===== src/rtl/core/ppse_pkg.sv =====
`timescale 1ns / 1ps

package ppse_pkg;

	localparam int unsigned MAX_RESULTS = 4;
	localparam int unsigned WIN_HELD    = 3;

	localparam logic [7:0] START_B0       = 8'h00;
	localparam logic [7:0] START_B1       = 8'h00;
	localparam logic [7:0] START_B2       = 8'h01;
	localparam logic [7:0] STREAM_ID_RST  = 8'hBD;
	localparam logic [3:0] FIXED_SKIP_RST = 4'd4;

	localparam logic CFG_STREAM_ID  = 1'b0;
	localparam logic CFG_FIXED_SKIP = 1'b1;

	typedef struct packed {
		logic [7:0] data_byte;
		logic       end_of_stream;
	} in_beat_t;

	typedef struct packed {
		logic [7:0] payload_byte;
		logic       last_of_run;
	} out_beat_t;

	// results of one input item, bytes[0] goes out first
	typedef struct packed {
		logic [MAX_RESULTS-1:0][7:0] bytes;
		logic [2:0]                  count;
	} bundle_t;

endpackage


===== src/rtl/core/ppse_in_if.sv =====
`timescale 1ns / 1ps

interface ppse_in_if;
	logic               valid;
	logic               ready;
	ppse_pkg::in_beat_t data;

	modport source (output valid, output data, input ready);
	modport sink (input valid, input data, output ready);
endinterface


===== src/rtl/core/ppse_out_if.sv =====
`timescale 1ns / 1ps

interface ppse_out_if;
	logic                valid;
	logic                ready;
	ppse_pkg::out_beat_t data;

	modport source (output valid, output data, input ready);
	modport sink (input valid, input data, output ready);
endinterface


===== src/rtl/core/ppse_parser.sv =====
`timescale 1ns / 1ps

module ppse_parser (
	input  logic               clk,
	input  logic               arst_n,
	input  logic               accept,
	input  ppse_pkg::in_beat_t beat,
	input  logic [7:0]         stream_id,
	input  logic [3:0]         fixed_skip,
	output ppse_pkg::bundle_t  bundle
);
	import ppse_pkg::*;

	typedef enum logic [3:0] {
		PH_FILL  = 4'b0001,
		PH_FIXED = 4'b0010,
		PH_LEN   = 4'b0100,
		PH_BODY  = 4'b1000
	} phase_t;

	logic [WIN_HELD-1:0][7:0] win_q, win_d;
	logic [1:0]               fill_q, fill_d;
	logic                     seen_q, seen_d;
	phase_t                   phase_q, phase_d;
	logic [8:0]               skip_q, skip_d, skip_dec;
	logic                     emit, match;
	logic [2:0]               flush_cnt;

	assign match = (win_q[0] == START_B0) && (win_q[1] == START_B1) &&
		(win_q[2] == START_B2) && (beat.data_byte == stream_id);
	assign skip_dec = (skip_q != 9'd0) ? skip_q - 9'd1 : skip_q;

	always_comb begin
		win_d   = win_q;
		fill_d  = fill_q;
		seen_d  = seen_q;
		phase_d = phase_q;
		skip_d  = skip_q;
		emit    = 1'b0;
		case (phase_q)
			PH_FILL: begin
				if (fill_q == 2'd3) begin
					if (match) begin
						seen_d = 1'b1;
						fill_d = 2'd0;
						win_d  = '0;
						if (fixed_skip == 4'd0) begin
							phase_d = PH_LEN;
						end else begin
							phase_d = PH_FIXED;
							skip_d  = {5'd0, fixed_skip};
						end
					end else begin
						// window full, no start code: oldest byte leaves
						emit     = seen_q;
						win_d[0] = win_q[1];
						win_d[1] = win_q[2];
						win_d[2] = beat.data_byte;
					end
				end else begin
					win_d[fill_q] = beat.data_byte;
					fill_d        = fill_q + 2'd1;
				end
			end
			PH_FIXED: begin
				skip_d = skip_dec;
				if (skip_dec == 9'd0) phase_d = PH_LEN;
			end
			PH_LEN: begin
				skip_d  = {1'b0, beat.data_byte} + 9'd1;
				phase_d = PH_BODY;
			end
			PH_BODY: begin
				skip_d = skip_dec;
				if (skip_dec == 9'd0) phase_d = PH_FILL;
			end
			default: phase_d = PH_FILL;
		endcase

		flush_cnt    = beat.end_of_stream ? {1'b0, fill_d} : 3'd0;
		bundle.count = {2'd0, emit} + flush_cnt;
		if (emit) begin
			bundle.bytes = {win_d[2], win_d[1], win_d[0], win_q[0]};
		end else begin
			bundle.bytes = {8'd0, win_d[2], win_d[1], win_d[0]};
		end

		if (beat.end_of_stream) begin
			fill_d  = 2'd0;
			seen_d  = 1'b0;
			phase_d = PH_FILL;
			skip_d  = 9'd0;
		end
	end

	always_ff @(posedge clk or negedge arst_n) begin
		if (!arst_n) begin
			fill_q  <= 2'd0;
			seen_q  <= 1'b0;
			phase_q <= PH_FILL;
			skip_q  <= 9'd0;
		end else if (accept) begin
			fill_q  <= fill_d;
			seen_q  <= seen_d;
			phase_q <= phase_d;
			skip_q  <= skip_d;
		end
	end

	// bytes are only read below the fill count
	always_ff @(posedge clk) begin
		if (accept) win_q <= win_d;
	end

	a_fixed_nonzero: assert property (@(posedge clk) disable iff (!arst_n)
		phase_q == PH_FIXED |-> skip_q != 9'd0)
		else $error("fixed skip phase with zero count");

	a_body_range: assert property (@(posedge clk) disable iff (!arst_n)
		phase_q == PH_BODY |-> (skip_q != 9'd0 && skip_q <= 9'd256))
		else $error("body skip count out of range");

	a_window_empty_in_skip: assert property (@(posedge clk) disable iff (!arst_n)
		phase_q != PH_FILL |-> fill_q == 2'd0)
		else $error("window holds bytes during header skip");

endmodule


===== src/rtl/core/ppse_serializer.sv =====
`timescale 1ns / 1ps

module ppse_serializer (
	input  logic              clk,
	input  logic              arst_n,
	input  logic              load,
	input  ppse_pkg::bundle_t bundle,
	output logic              ready,
	ppse_out_if.source        payload
);
	import ppse_pkg::*;

	logic [MAX_RESULTS-1:0][7:0] pend_q;
	logic [2:0]                  cnt_q;
	logic [1:0]                  idx_q;
	logic                        out_valid_q;
	out_beat_t                   out_q;
	logic                        move;

	assign move  = (cnt_q != 3'd0) && (!out_valid_q || payload.ready);
	assign ready = (cnt_q == 3'd0) || (cnt_q == 3'd1 && move);

	assign payload.valid = out_valid_q;
	assign payload.data  = out_q;

	always_ff @(posedge clk or negedge arst_n) begin
		if (!arst_n) begin
			cnt_q       <= 3'd0;
			idx_q       <= 2'd0;
			out_valid_q <= 1'b0;
		end else begin
			if (load && bundle.count != 3'd0) begin
				cnt_q <= bundle.count;
				idx_q <= 2'd0;
			end else if (move) begin
				cnt_q <= cnt_q - 3'd1;
				idx_q <= idx_q + 2'd1;
			end
			if (move) begin
				out_valid_q <= 1'b1;
			end else if (payload.ready) begin
				out_valid_q <= 1'b0;
			end
		end
	end

	always_ff @(posedge clk) begin
		if (load && bundle.count != 3'd0) pend_q <= bundle.bytes;
		if (move) begin
			out_q.payload_byte <= pend_q[idx_q];
			out_q.last_of_run  <= (cnt_q == 3'd1);
		end
	end

	a_load_when_free: assert property (@(posedge clk) disable iff (!arst_n)
		load |-> (cnt_q == 3'd0 || (cnt_q == 3'd1 && move)))
		else $error("bundle loaded over pending bytes");

	a_cnt_range: assert property (@(posedge clk) disable iff (!arst_n)
		cnt_q <= 3'd4 && ({1'b0, idx_q} + cnt_q) <= 3'd4)
		else $error("pending count out of range");

	a_last_closes: assert property (@(posedge clk) disable iff (!arst_n)
		(move && cnt_q == 3'd1 && !load) |=> cnt_q == 3'd0)
		else $error("pending bytes left after last beat");

endmodule


===== src/rtl/core/pes_private_stream_payload_extractor_top.sv =====
`timescale 1ns / 1ps

// PES header strip for a private stream.
// stream: one input byte per beat (data_byte, end_of_stream), valid/ready.
// payload: extracted bytes, last_of_run set on the final byte caused by
//   one input beat. An input beat may cause zero to four output beats.
// cfg: write port, index 0 = stream_id, index 1 = fixed_skip; write only
//   while the block is idle.
// The first byte caused by an input beat passes the pending bundle register
//   and then the output register before it is valid on payload.
// Throughput: one input beat per cycle while payload accepts and each beat
//   yields at most one byte; a beat yielding more bytes holds input back
//   while the single output register drains the pending result bundle.
// When payload stalls, one held output beat plus one pending bundle are
// buffered; stream ready drops only once both are occupied.
// Reset empties the window, clears header state and skip counter, and loads
// stream_id = 0xBD, fixed_skip = 4. The end_of_stream beat flushes the
// window and returns all stream state to its reset value.

module pes_private_stream_payload_extractor_top (
	input  logic       clk,
	input  logic       arst_n,
	ppse_in_if.sink    stream,
	ppse_out_if.source payload,
	input  logic       cfg_we,
	input  logic       cfg_index,
	input  logic [7:0] cfg_data
);
	import ppse_pkg::*;

	logic [7:0] stream_id_q;
	logic [3:0] fixed_skip_q;
	logic       accept;
	logic       ready;
	bundle_t    bundle;

	assign stream.ready = ready;
	assign accept       = stream.valid && ready;

	always_ff @(posedge clk or negedge arst_n) begin
		if (!arst_n) begin
			stream_id_q  <= STREAM_ID_RST;
			fixed_skip_q <= FIXED_SKIP_RST;
		end else if (cfg_we) begin
			case (cfg_index)
				CFG_STREAM_ID:  stream_id_q  <= cfg_data;
				CFG_FIXED_SKIP: fixed_skip_q <= cfg_data[3:0];
				default: ;
			endcase
		end
	end

	ppse_parser u_parser (
		.clk        (clk),
		.arst_n     (arst_n),
		.accept     (accept),
		.beat       (stream.data),
		.stream_id  (stream_id_q),
		.fixed_skip (fixed_skip_q),
		.bundle     (bundle)
	);

	ppse_serializer u_serializer (
		.clk     (clk),
		.arst_n  (arst_n),
		.load    (accept),
		.bundle  (bundle),
		.ready   (ready),
		.payload (payload)
	);

endmodule

===== src/flat_wrapper.sv =====
// flat-port wrapper written by rule: the top's interface ports become plain ports
module pes_private_stream_payload_extractor_top_flat import ppse_pkg::*;
  (clk, arst_n, cfg_we, cfg_index, cfg_data, stream_valid, stream_data, stream_ready, payload_valid, payload_data, payload_ready);
  ppse_in_if stream_i ();
  ppse_out_if payload_i ();
  input  logic clk;
  input  logic arst_n;
  input  logic cfg_we;
  input  logic cfg_index;
  input  logic [7:0] cfg_data;
  input wire logic [$bits(stream_i.valid)-1:0] stream_valid;
  input wire logic [$bits(stream_i.data)-1:0] stream_data;
  output wire logic [$bits(stream_i.ready)-1:0] stream_ready;
  output wire logic [$bits(payload_i.valid)-1:0] payload_valid;
  output wire logic [$bits(payload_i.data)-1:0] payload_data;
  input wire logic [$bits(payload_i.ready)-1:0] payload_ready;
  assign stream_i.valid = stream_valid;
  assign stream_i.data = stream_data;
  assign stream_ready = stream_i.ready;
  assign payload_valid = payload_i.valid;
  assign payload_data = payload_i.data;
  assign payload_i.ready = payload_ready;
  pes_private_stream_payload_extractor_top u_core (.clk(clk), .arst_n(arst_n), .stream(stream_i), .payload(payload_i), .cfg_we(cfg_we), .cfg_index(cfg_index), .cfg_data(cfg_data));
endmodule

===== config.mk =====
export PLATFORM = sky130hd
export DESIGN_NAME = pes_private_stream_payload_extractor_top_flat
export DESIGN_NICKNAME = d
export VERILOG_FILES = /design/src/rtl/core/ppse_pkg.sv /design/src/rtl/core/ppse_in_if.sv /design/src/rtl/core/ppse_out_if.sv /design/src/rtl/core/ppse_parser.sv /design/src/rtl/core/ppse_serializer.sv /design/src/rtl/core/pes_private_stream_payload_extractor_top.sv /design/src/flat_wrapper.sv
export SDC_FILE = /design/constraint.sdc
export NUM_CORES = 1
export LEC_CHECK = 0
export BUFFER_PORTS_ARGS = -buffer_cell sky130_fd_sc_hd__buf_2
export CAP_MARGIN = 20
export CELL_PAD_IN_SITES_DETAIL_PLACEMENT = 0
export CELL_PAD_IN_SITES_GLOBAL_PLACEMENT = 1
export CORE_UTILIZATION = 44
export CTS_BUF_LIST = sky130_fd_sc_hd__clkbuf_16
export CTS_CLUSTER_SIZE = 30
export DETAILED_ROUTE_END_ITERATION = 10
export HOLD_SLACK_MARGIN = 0.08
export PLACE_DENSITY = 0.7
export SYNTH_ARGS = -nofsm -noshare
export SYNTH_HDL_FRONTEND = slang
export SYNTH_SLANG_ARGS = --single-unit

===== constraint.sdc =====
create_clock -name clk -period 7.4 [get_ports clk]
set_input_delay 1.85 -clock clk [delete_from_list [all_inputs] [get_ports clk]]
set_output_delay 1.85 -clock clk [all_outputs]
set_load 0.01 [all_outputs]

==> results of run 1 <==
power groups by stage:
| stage | Sequential (mW) | Combinational (mW) | Clock (mW) |
|---|---|---|---|
| after floorplan | 0.943 | 1.04 | 0 |
| after global placement | 1.01 | 1.34 | 0 |
| after detailed placement | 1.01 | 1.33 | 0 |
| after CTS | 0.999 | 1.34 | 0.469 |
| after global routing | 1.02 | 1.48 | 0.490 |
| final | 0.999 | 1.36 | 0.458 |
per-layer routing:
metal / vias to the layer above / share of wire [%] / track usage (%)
met1: 2002 / 51 / 35.1
met2: 134 / 43 / 32.6
met4: 0 / 1.2 / 6.32
met5: - / 0 / 0
li1: 1926 / - / -
met3: 12 / 4.9 / 4.32
per-stage QoR:
step                instances  hold slack, ps  util [%]  power (mW)  setup slack (ps)
floorplan                 495             475         -        1.98               967
global placement          666             497      48.1        2.34              1670
detailed placement        666             495      48.1        2.34              1510
CTS                       682             511      50.5        2.81              1870
global route              683             518      50.6        2.99              2170
finish                    683             506      50.6        2.82              2360
path summary, 6_finish.rpt:
kind / end / slack, ps / depth (start not counted)
worst min register to register: u_core.u_serializer.cnt_q[1] / 510 / 2
min in group asynchronous: u_core.u_parser.skip_q[4] / 1570 / 1
worst max register to register: u_core.u_serializer.pend_q[3] / 3230 / 11
max in group asynchronous: u_core.u_parser.seen_q / 5320 / 1
worst max-delay path: u_core.u_serializer.pend_q[3] / 2360 / 12
worst min-delay path: u_core.u_serializer.cnt_q[1] / 510 / 2
worst min-delay path, stage by stage, from the launching register on:
cell	delay [ps]
dfrtp_1	340
nor3_1	50
nor2_1	70
logic make-up (layout without fill, tap and decap cells):
family	Yosys count	count (layout)	share of synthesized area, %
AOI/OAI and AO/OA	162	162	20.8
and+or+nand+nor	133	133	13.4
DFF	99	99	50.3
buffers and inverters	47	67	3.58
muxes	24	24	6.53
xor gates and xnor gates	19	19	2.97
adders and majority gates	11	11	2.46
state kept, by name (all words and copies together) (netlist names):
| name | cells |
|---|---|
| u_core.u_parser.phase_q | 4 |
| u_core.fixed_skip_q | 4 |
| u_core.u_serializer.payload.data | 9 |
| u_core.u_parser.win_q | 24 |
| u_core.u_parser.seen_q | 1 |
| u_core.stream_id_q | 8 |
| u_core.u_serializer.cnt_q | 3 |
| u_core.u_serializer.pend_q | 32 |
| u_core.u_parser.fill_q | 2 |
| u_core.u_serializer.idx_q | 2 |
| u_core.u_serializer.payload.valid | 1 |
| u_core.u_parser.skip_q | 9 |
layout make-up:
type                            instances  area share, %
Timing Repair Buffer                   38           3.40
Tap cell                              168           3.40
Multi-Input combinational cell        349           42.1
Clock buffer                            9           3.65
Sequential cell                        99           45.5
Inverter                               13          0.790
Clock inverter                          7           1.09
layout by cell type (no fill, tap or decap), types with 8 or more instances in the layout:
| cell | count |
|---|---|
| xnor2_1 | 15 |
| inv_1 | 12 |
| and2_1 | 11 |
| clkbuf_16 | 9 |
| a22o_1 | 19 |
| nor2b_1 | 16 |
| dfstp_2 | 8 |
| buf_2 | 33 |
| a21oi_1 | 32 |
| nand2_1 | 25 |
| mux2_2 | 12 |
| nor3_1 | 11 |
| nor2_1 | 25 |
| o21ai_0 | 23 |
| edfxtp_1 | 65 |
| mux4_2 | 8 |
| o22a_1 | 11 |
| o21a_1 | 19 |
| a21o_1 | 15 |
| dfrtp_1 | 26 |
| ha_1 | 11 |
==> impl_metrics.env, run 1 <==
export IMPL_antenna_found_initial=0
export IMPL_required_ps=7440
export IMPL_drv_slew=0
export IMPL_period_share_pct=68.1
export IMPL_start_kind="input port"
export IMPL_criticalPathCategory="input port to register"
export IMPL_fin_skew_ps=7.10
export IMPL_cts_sinks=99
export IMPL_fillCellCount=1126
export IMPL_final_nets=544
export IMPL_synthTopCellsByCount="edfxtp_1, a21oi_1, dfrtp_1"
export IMPL_crit_fanout=20
export IMPL_dpl_cell_area_sq_mm=0.00587
export IMPL_remaining_drc_errors=0
export IMPL_synth_warnings=0
export IMPL_num_antenna_cells=0
export IMPL_core_area_sq_mm=0.0122
export IMPL_cts_tree="done"
export IMPL_p_per_area_mw_per_mm2=456
export IMPL_cts_buffer_depth=2
export IMPL_synth_edf_count=65
export IMPL_period_needed_ps=5040
export IMPL_synth_seq_cells=99
export IMPL_pwr_share_seq_pct=35.4
export IMPL_cp_buffers_inverters=4
export IMPL_worstMarginPinSlew_ps=1030
export IMPL_die_w_um=115
export IMPL_cpPeakStageDelay_ps=550
export IMPL_ir_worst_vdd_mv=0.181
export IMPL_internal_power_mw=1.64
export IMPL_drive_gt1_share_pct=18.8
export IMPL_p_sw_share_pct=41.8
export IMPL_track_usage_pct=22.8
export IMPL_fin_tns_setup_ps=0
export IMPL_critical_path_reg2reg_startpoint="u_core.u_parser.win_q[12]"
export IMPL_yosys_area_top_type="edfxtp_1"
export IMPL_switching_power_mw=1.18
export IMPL_yosysMostFrequentCell="edfxtp_1"
export IMPL_routed_wl_um=14000
export IMPL_seq_area_sq_mm=0.00281
export IMPL_cap_violations=0
export IMPL_post_dp_hpwl_um=10200
export IMPL_syn_area_per_cell_sq_um=11.3
export IMPL_hp_class="register to register"
export IMPL_grt_max_degree=35
export IMPL_initial_core_util_pct=45.8
export IMPL_first_pass_iters=7
export IMPL_dieArea_sq_mm=0.0132
export IMPL_power_frac_comb_pct=48.3
export IMPL_synth_area_sq_mm=0.00560
export IMPL_clk_latency_ps=350
export IMPL_syn_num_nets=529
export IMPL_cts_resized=0
export IMPL_hold_path_startpoint="u_core.u_serializer.cnt_q[1]"
export IMPL_cts_hold_buffers_added=0
export IMPL_yosysSeqAreaShare_pct=50.3
export IMPL_drt_iter0_drc=407
export IMPL_yosysUniqueCellTypes=66
export IMPL_grt_overflow_total=0
export IMPL_status="complete, no violations"
export IMPL_multi_input_area_sq_mm=0.00260
export IMPL_endpoint_kind="register"
export IMPL_yosysTopAreaCellShare_pct=34.9
export IMPL_cp_slowest_cell="o41a_1"
export IMPL_path_cells="buf_2, xnor2_1, nand4_1, o41a_1, nand3_2, inv_1, ha_1, ha_1, nor3_1, nor4b_4, buf_8, buf_4"
export IMPL_p_leak_nw=2.35
export IMPL_rsz0062_at_grt="false"
export IMPL_pwr_share_clk_pct=16.3
export IMPL_portBuffers=33
export IMPL_gp_congestion=0.905
export IMPL_synthesis_instances=495
export IMPL_clkTransAtPathRegs_ps=70
export IMPL_worstPathArrival_ps=5080
export IMPL_crit_family="simple AND/OR/NAND/NOR gates"
export IMPL_ios=34
export IMPL_vias_per_cell=5.96
export IMPL_synthTopCellsByArea="edfxtp_1, dfrtp_1, dfstp_2, mux4_2, a22o_1"
export IMPL_cts_buffers=9
export IMPL_setup_viol=0
export IMPL_postRouteAntennaNets=0
export IMPL_path_common_cell="ha_1"
export IMPL_synthFlopType="edfxtp_1"
export IMPL_die_h_um=115
export IMPL_design_area_sq_mm=0.00618
export IMPL_finalHoldViolCount=0
export IMPL_areaGrowthSynthToFinish_pct=10.4
export IMPL_cp_startpoint="stream_data[2]"
export IMPL_routedWlPerCell_um=20.5
export IMPL_max_slew_margin_rel_pct=30.6
export IMPL_vias=4074
export IMPL_grt_pass1_wl_um=22200
export IMPL_rows=40
export IMPL_cts_max_level=3
export IMPL_grt_pass1_vias=3915
export IMPL_cts_root_buf="clkbuf_16"
export IMPL_post_cts_setup_buffers=0
export IMPL_async_reset_ff_share_pct=34.3
export IMPL_fmax_mhz=198
Note: power is estimated with default switching activity, not from simulation.
==> inputs of run 2 (changes only) <==
--- a/config.mk
+++ b/config.mk
@@ -14,7 +14,7 @@
 export CTS_CLUSTER_SIZE = 30
 export DETAILED_ROUTE_END_ITERATION = 10
 export HOLD_SLACK_MARGIN = 0.08
-export PLACE_DENSITY = 0.7
+export PLACE_DENSITY = 0.72
 export SYNTH_ARGS = -nofsm -noshare
 export SYNTH_HDL_FRONTEND = slang
 export SYNTH_SLANG_ARGS = --single-unit
==> constraint.sdc (replaced) <==
create_clock -name clk -period 4.15 [get_ports clk]
set_input_delay 1.0375 -clock clk [delete_from_list [all_inputs] [get_ports clk]]
set_output_delay 1.0375 -clock clk [all_outputs]
set_load 0.01 [all_outputs]
==> run 2 against run 1 <==
Net effect:
- final cell count grew 0.88%
- hold slack gained 19 ps
- global-route usage grew 0.25 points
- utilization grew 0.74 points
- first-iteration DRC count grew 0.25%
- sequential share of layout area shrank 0.65 points
- sequential power grew 78%
- sequential cell count is the same
- register-to-register slack lost 2600 ps
- critical path depth shrank 1
- critical endpoint is now u_core.u_serializer.pend_q[20]
==> impl_metrics.env, run 2 (same netlist as run 1, synthesis figures left out) <==
export IMPL_num_antenna_cells=0
export IMPL_fmax_mhz=273
export IMPL_r2r_worst_path_cells=10
export IMPL_cts_sinks=99
export IMPL_cts_hold_buffers_added=0
export IMPL_cts_resized=0
export IMPL_rsz0062_at_grt="false"
export IMPL_routed_wl_um=14000
export IMPL_vias_per_cell=5.98
export IMPL_required_ps=4200
export IMPL_drive_gt1_share_pct=20.3
export IMPL_drt_iter0_drc=408
export IMPL_holdPathEnd="u_core.u_serializer.payload.valid"
export IMPL_routedWlPerCell_um=20.3
export IMPL_remaining_drc_errors=0
export IMPL_crit_fanout=36
export IMPL_final_nets=550
export IMPL_layout_commonest_cell="edfxtp_1"
export IMPL_largest_reg_flops=32
export IMPL_post_dp_hpwl_um=9930
export IMPL_status="complete, no violations"
export IMPL_timing_reg2reg_setup_slack_ps=590
export IMPL_layout_common_cells="edfxtp_1, buf_2, a21oi_1, dfrtp_1"
export IMPL_first_pass_iters=5
export IMPL_fin_skew_ps=11.2
export IMPL_initial_core_util_pct=45.8
export IMPL_antenna_found_initial=0
export IMPL_cpPeakStageDelay_ps=520
export IMPL_p_per_area_mw_per_mm2=812
export IMPL_dp_cells=673
export IMPL_cts_root_buf="clkbuf_16"
export IMPL_period_needed_ps=3660
export IMPL_period_share_pct=88.1
export IMPL_die_w_um=115
export IMPL_timing_final_ws_setup_ps=493
export IMPL_worstPathArrival_ps=3710
export IMPL_dieArea_sq_mm=0.0132
export IMPL_seq_area_sq_mm=0.00281
export IMPL_hp_class="register to register"
export IMPL_drv_slew=0
export IMPL_largest_register="u_core.u_serializer.pend_q"
export IMPL_cts_buffers=9
export IMPL_critical_path_reg2reg_startpoint="u_core.u_parser.win_q[11]"
export IMPL_postRouteAntennaNets=0
export IMPL_cap_violations=0
export IMPL_fin_cells=689
export IMPL_max_slew_margin_rel_pct=33.0
export IMPL_cp_slowest_cell="o41a_1"
export IMPL_endpoint_kind="register"
export IMPL_cp_buffers_inverters=2
export IMPL_cts_max_level=3
export IMPL_start_kind="input port"
export IMPL_crit_family="compound AO/OA/AOI/OAI gates"
export IMPL_core_area_sq_mm=0.0122
export IMPL_post_cts_setup_buffers=0
export IMPL_ios=34
export IMPL_track_usage_pct=23.0
export IMPL_grt_max_degree=37
export IMPL_dp_slack_ps=149
export IMPL_timing_hold_ws_ps=526
export IMPL_setup_viol=0
export IMPL_r2r_end="u_core.u_serializer.pend_q[20]"
export IMPL_grt_pass1_wl_um=22500
export IMPL_die_h_um=115
export IMPL_grt_pass1_vias=3890
export IMPL_portBuffers=33
export IMPL_cts_buffer_depth=2
export IMPL_hold_path_startpoint="u_core.u_serializer.payload.valid"
export IMPL_reg_largest_list="u_core.u_serializer.pend_q x32, u_core.u_parser.win_q x24"
export IMPL_path_cells="buf_2, xnor2_2, nand4_1, o41a_1, o21a_1, o21a_1, ha_2, ha_4, nor3_2, nor4b_4, buf_12"
export IMPL_fillCellCount=1119
export IMPL_grt_overflow_total=0
export IMPL_p_leak_nw=2.39
export IMPL_clk_latency_ps=350
export IMPL_ir_worst_vdd_mv=0.365
export IMPL_criticalPathCategory="input port to register"
export IMPL_vias=4121
export IMPL_areaGrowthSynthToFinish_pct=12.0
export IMPL_cts_tree="done"
export IMPL_whs_path_depth=2
export IMPL_clkTransAtPathRegs_ps=70
export IMPL_multi_input_area_sq_mm=0.00263
export IMPL_rows=40
export IMPL_path_common_cell="o21a_1"
export IMPL_worstMarginPinSlew_ps=1000
export IMPL_finalHoldViolCount=0
export IMPL_gp_congestion=0.882
-- run 2: area by class of cell --
class / instances / area share (%)
clock buffers: 9 / 3.59
clock inverters: 7 / 1.28
inverters: 13 / 0.778
multi-input cells: 349 / 42.0
flip-flops and latches: 99 / 44.9
well taps: 168 / 3.35
repair buffers: 44 / 4.15
-- run 2: metal layers --
| metal | GRT usage, % | up-vias | part of all wire (%) |
|---|---|---|---|
| li1 | - | 1935 | - |
| met1 | 35.4 | 2047 | 50 |
| met2 | 32.6 | 133 | 43 |
| met3 | 5.38 | 6 | 6.0 |
| met4 | 5.63 | 0 | 0.69 |
| met5 | 0 | - | 0 |
-- run 2: power breakdown --
group	switching, mW	internal (mW)
logic	1.41	1.03
registers	0.281	1.50
clock network	0.389	0.477
total	2.08	3.01
-- run 2: worst min-delay path, cell delays in order, from the launching register on --
cell	delay, ps
dfrtp_1	360
nand2b_1	80
nand2_1	60
-- run 2: per-stage QoR --
step | power (mW) | TNS [ps] | utilization [%] | cell area, sq um
floorplan | 3.56 | -16760 | - | 5670
global placement | 4.18 | 0 | 48.8 | 5960
detailed placement | 4.19 | 0 | 48.8 | 5960
CTS | 5.08 | 0 | 51.3 | 6270
global route | 5.43 | 0 | 51.3 | 6270
finish | 5.09 | 0 | 51.3 | 6270
-- run 2: worst max path at each step --
| stage | slack [ps] | to | startpoint | cells past startpoint |
|---|---|---|---|---|
| finish | 490 | u_core.u_serializer.pend_q[20] | stream_data[7] | 11 |
| global route | 360 | u_core.u_serializer.pend_q[6] | stream_data[7] | 11 |
| floorplan | -460 | u_core.u_serializer.pend_q[0] | stream_data[7] | 11 |
| detailed placement | 150 | u_core.u_serializer.pend_q[23] | stream_data[7] | 11 |
| CTS | 500 | u_core.u_serializer.pend_q[23] | stream_data[7] | 11 |
| global placement | 220 | u_core.u_serializer.pend_q[7] | stream_data[7] | 11 |
==> inputs of run 3 (changes only) <==
--- a/config.mk
+++ b/config.mk
@@ -17,4 +17,5 @@
 export PLACE_DENSITY = 0.72
 export SYNTH_ARGS = -nofsm -noshare
 export SYNTH_HDL_FRONTEND = slang
+export SYNTH_HIERARCHICAL = 1
 export SYNTH_SLANG_ARGS = --single-unit
==> run 3 against run 2 <==
Net effect:
- register-to-register slack better by 260 ps
- clock skew is 3.5 ps lower
- via count is 1.5% higher
- final cell count is 0.87% higher
- clock power is 5.5% lower
- utilization is 1.6 points lower
- synthesized cell count is 0.61% higher
- combinational power is 24% lower
- sequential power is 6% lower
- total power is 14% lower
- die area is 1.7% higher
- largest power group unchanged
- highest routed layer is now met5
==> impl_metrics.env, run 3 <==
export IMPL_status="complete, no violations"
export IMPL_rows=41
export IMPL_die_w_um=116
export IMPL_synthTopCellsByArea="edfxtp_1, dfrtp_1, dfstp_2, a22o_1, mux4_2"
export IMPL_rsz0062_at_grt="false"
export IMPL_cts_buffer_depth=2
export IMPL_cts_root_buf="clkbuf_16"
export IMPL_post_cts_setup_buffers=0
export IMPL_crit_family="compound AO/OA/AOI/OAI gates"
export IMPL_yosysUniqueCellTypes=70
export IMPL_cp_startpoint="stream_data[4]"
export IMPL_layout_commonest_cell="edfxtp_1"
export IMPL_p_leak_nw=2.45
export IMPL_drt_iter0_drc=384
export IMPL_period_share_pct=83.9
export IMPL_postRouteAntennaNets=0
export IMPL_ir_worst_vdd_mv=0.278
export IMPL_cp_slowest_cell="o41a_1"
export IMPL_period_needed_ps=3480
export IMPL_timing_hold_ws_ps=506
export IMPL_path_common_cell="ha_1"
export IMPL_max_slew_margin_rel_pct=38.8
export IMPL_synth_warnings=6
export IMPL_synth_edf_count=65
export IMPL_cts_buffers=9
export IMPL_layout_common_cells="edfxtp_1, nor2_1, buf_2, a21oi_1"
export IMPL_routed_wl_um=14200
export IMPL_post_dp_hpwl_um=9990
export IMPL_syn_num_nets=532
export IMPL_final_nets=552
export IMPL_fmax_mhz=287
export IMPL_endpoint_kind="register"
export IMPL_synthesis_instances=498
export IMPL_clkTransAtPathRegs_ps=70
export IMPL_crit_fanout=32
export IMPL_path_cells="buf_2, xnor2_1, nand4_1, o41a_1, o21ai_0, a21oi_1, ha_1, ha_1, o31a_2, buf_4"
export IMPL_synth_area_sq_mm=0.00570
export IMPL_worst_path_stages=10
export IMPL_criticalPathCategory="input port to register"
export IMPL_drive_gt1_share_pct=20.1
export IMPL_ios=34
export IMPL_grt_pass1_wl_um=22600
export IMPL_power_mw=4.36
export IMPL_dieArea_sq_mm=0.0134
export IMPL_remaining_drc_errors=0
export IMPL_clk_latency_ps=360
export IMPL_start_kind="input port"
export IMPL_worstPathArrival_ps=3560
export IMPL_finalHoldViolCount=0
export IMPL_grt_max_degree=35
export IMPL_yosysTopAreaCellShare_pct=34.3
export IMPL_p_per_area_mw_per_mm2=695
export IMPL_cpPeakStageDelay_ps=520
export IMPL_reg_largest_list="u_core/u_serializer/pend_q x32, u_core/u_parser/win_q x24"
export IMPL_grt_pass1_vias=3934
export IMPL_vias=4183
export IMPL_antenna_found_initial=1
export IMPL_synth_seq_cells=99
export IMPL_worstMarginPinSlew_ps=914
export IMPL_drv_slew=0
export IMPL_largest_register="u_core/u_serializer/pend_q"
export IMPL_vias_per_cell=6.02
export IMPL_critical_path_reg2reg_startpoint="u_core/u_parser/win_q[22]"
export IMPL_hp_class="register to register"
export IMPL_portBuffers=33
export IMPL_cts_resized=0
export IMPL_initial_core_util_pct=45.1
export IMPL_synthFlopType="edfxtp_1"
export IMPL_setup_viol=0
export IMPL_synthTopCellsByCount="edfxtp_1, nor2_1, a21oi_1"
export IMPL_cts_hold_buffers_added=0
export IMPL_cap_violations=0
export IMPL_num_antenna_cells=0
export IMPL_fin_tns_setup_ps=0
export IMPL_gp_congestion=0.835
export IMPL_largest_reg_flops=32
export IMPL_timing_reg2reg_setup_slack_ps=850
export IMPL_async_reset_ff_share_pct=34.3
export IMPL_core_area_sq_mm=0.0126
export IMPL_cts_max_level=3
export IMPL_yosysSeqAreaShare_pct=49.4
export IMPL_r2r_worst_path_cells=9
export IMPL_cts_tree="done"
export IMPL_first_pass_iters=4
export IMPL_yosysMostFrequentCell="edfxtp_1"
export IMPL_areaGrowthSynthToFinish_pct=10.1
export IMPL_syn_area_per_cell_sq_um=11.4
export IMPL_worstSetupEndpoint="u_core/u_serializer/pend_q[10]"
export IMPL_grt_overflow_total=0
export IMPL_yosys_area_top_type="edfxtp_1"
export IMPL_r2r_end="u_core/u_serializer/pend_q[10]"
export IMPL_cts_sinks=99
export IMPL_cp_buffers_inverters=2
export IMPL_routedWlPerCell_um=20.5
export IMPL_fin_skew_ps=7.75
export IMPL_required_ps=4220
export IMPL_die_h_um=116
export IMPL_track_usage_pct=22.8
run 3: how the worst min path moves through the flow:
stage	startpoint	end	cells past startpoint
floorplan	u_core/u_parser/phase_q[0]	u_core/u_parser/phase_q[0]	2
global placement	u_core/u_parser/phase_q[0]	u_core/u_parser/phase_q[0]	2
detailed placement	u_core/u_parser/phase_q[0]	u_core/u_parser/phase_q[0]	2
CTS	u_core/u_parser/phase_q[0]	u_core/u_parser/phase_q[0]	2
global route	u_core/u_parser/phase_q[0]	u_core/u_parser/phase_q[0]	2
finish	u_core/u_parser/phase_q[0]	u_core/u_parser/phase_q[0]	2
run 3: per-layer routing:
| metal | share of wire, % | global-route usage [%] | routed length [um] |
|---|---|---|---|
| met3 | 5.9 | 4.71 | 838 |
| met1 | 47 | 32.7 | 6730 |
| met4 | 2.2 | 9.74 | 307 |
| met5 | 0.098 | 0 | 14 |
| met2 | 45 | 33.5 | 6340 |
run 3: stage by stage:
| step | setup WS [ps] | util (%) | cell area, sq um | std cells |
|---|---|---|---|---|
| finish | 666 | 49.7 | 6270 | 695 |
| global route | 500 | 49.7 | 6270 | 695 |
| CTS | 673 | 49.7 | 6270 | 695 |
| detailed placement | 306 | 47.4 | 5990 | 679 |
| global placement | 373 | 47.4 | 5990 | 679 |
| floorplan | 74.1 | - | 5700 | 498 |
run 3: logic make-up (layout without fill, tap and decap cells):
family	after synthesis	after routing	share of synthesized area, %
compound gates	160	160	20.2
xor+xnor	16	16	2.46
fa+ha+maj	11	11	2.42
buf+inv	43	68	3.36
flops	99	99	49.4
mux	32	32	8.35
simple gates	137	137	13.9
run 3: worst reg2reg max path, delay by kind of cell (launching register included):
kind / cells / cell delay (ps)
compound gates: 4 / 1190
fa+ha+maj: 2 / 500
buf+inv: 1 / 270
flops: 1 / 470
simple gates: 2 / 590
run 3: report_power, final:
| group | switching [mW] | total [mW] | leakage, nW | internal (mW) |
|---|---|---|---|---|
| clock network | 0.402 | 0.819 | 0.144 | 0.418 |
| registers | 0.254 | 1.68 | 1.02 | 1.43 |
| logic | 1.08 | 1.86 | 1.29 | 0.776 |
| total | 1.74 | 4.36 | 2.45 | 2.62 |
run 3: layout make-up:
| type | count | area (sq um) |
|---|---|---|
| multi-input cells | 356 | 2690 |
| fillers | 1162 | 6350 |
| clock buffers | 9 | 225 |
| inverters | 11 | 41.3 |
| flip-flops and latches | 99 | 2810 |
| clock inverters | 7 | 58.8 |
| well taps | 172 | 215 |
| repair buffers | 41 | 225 |
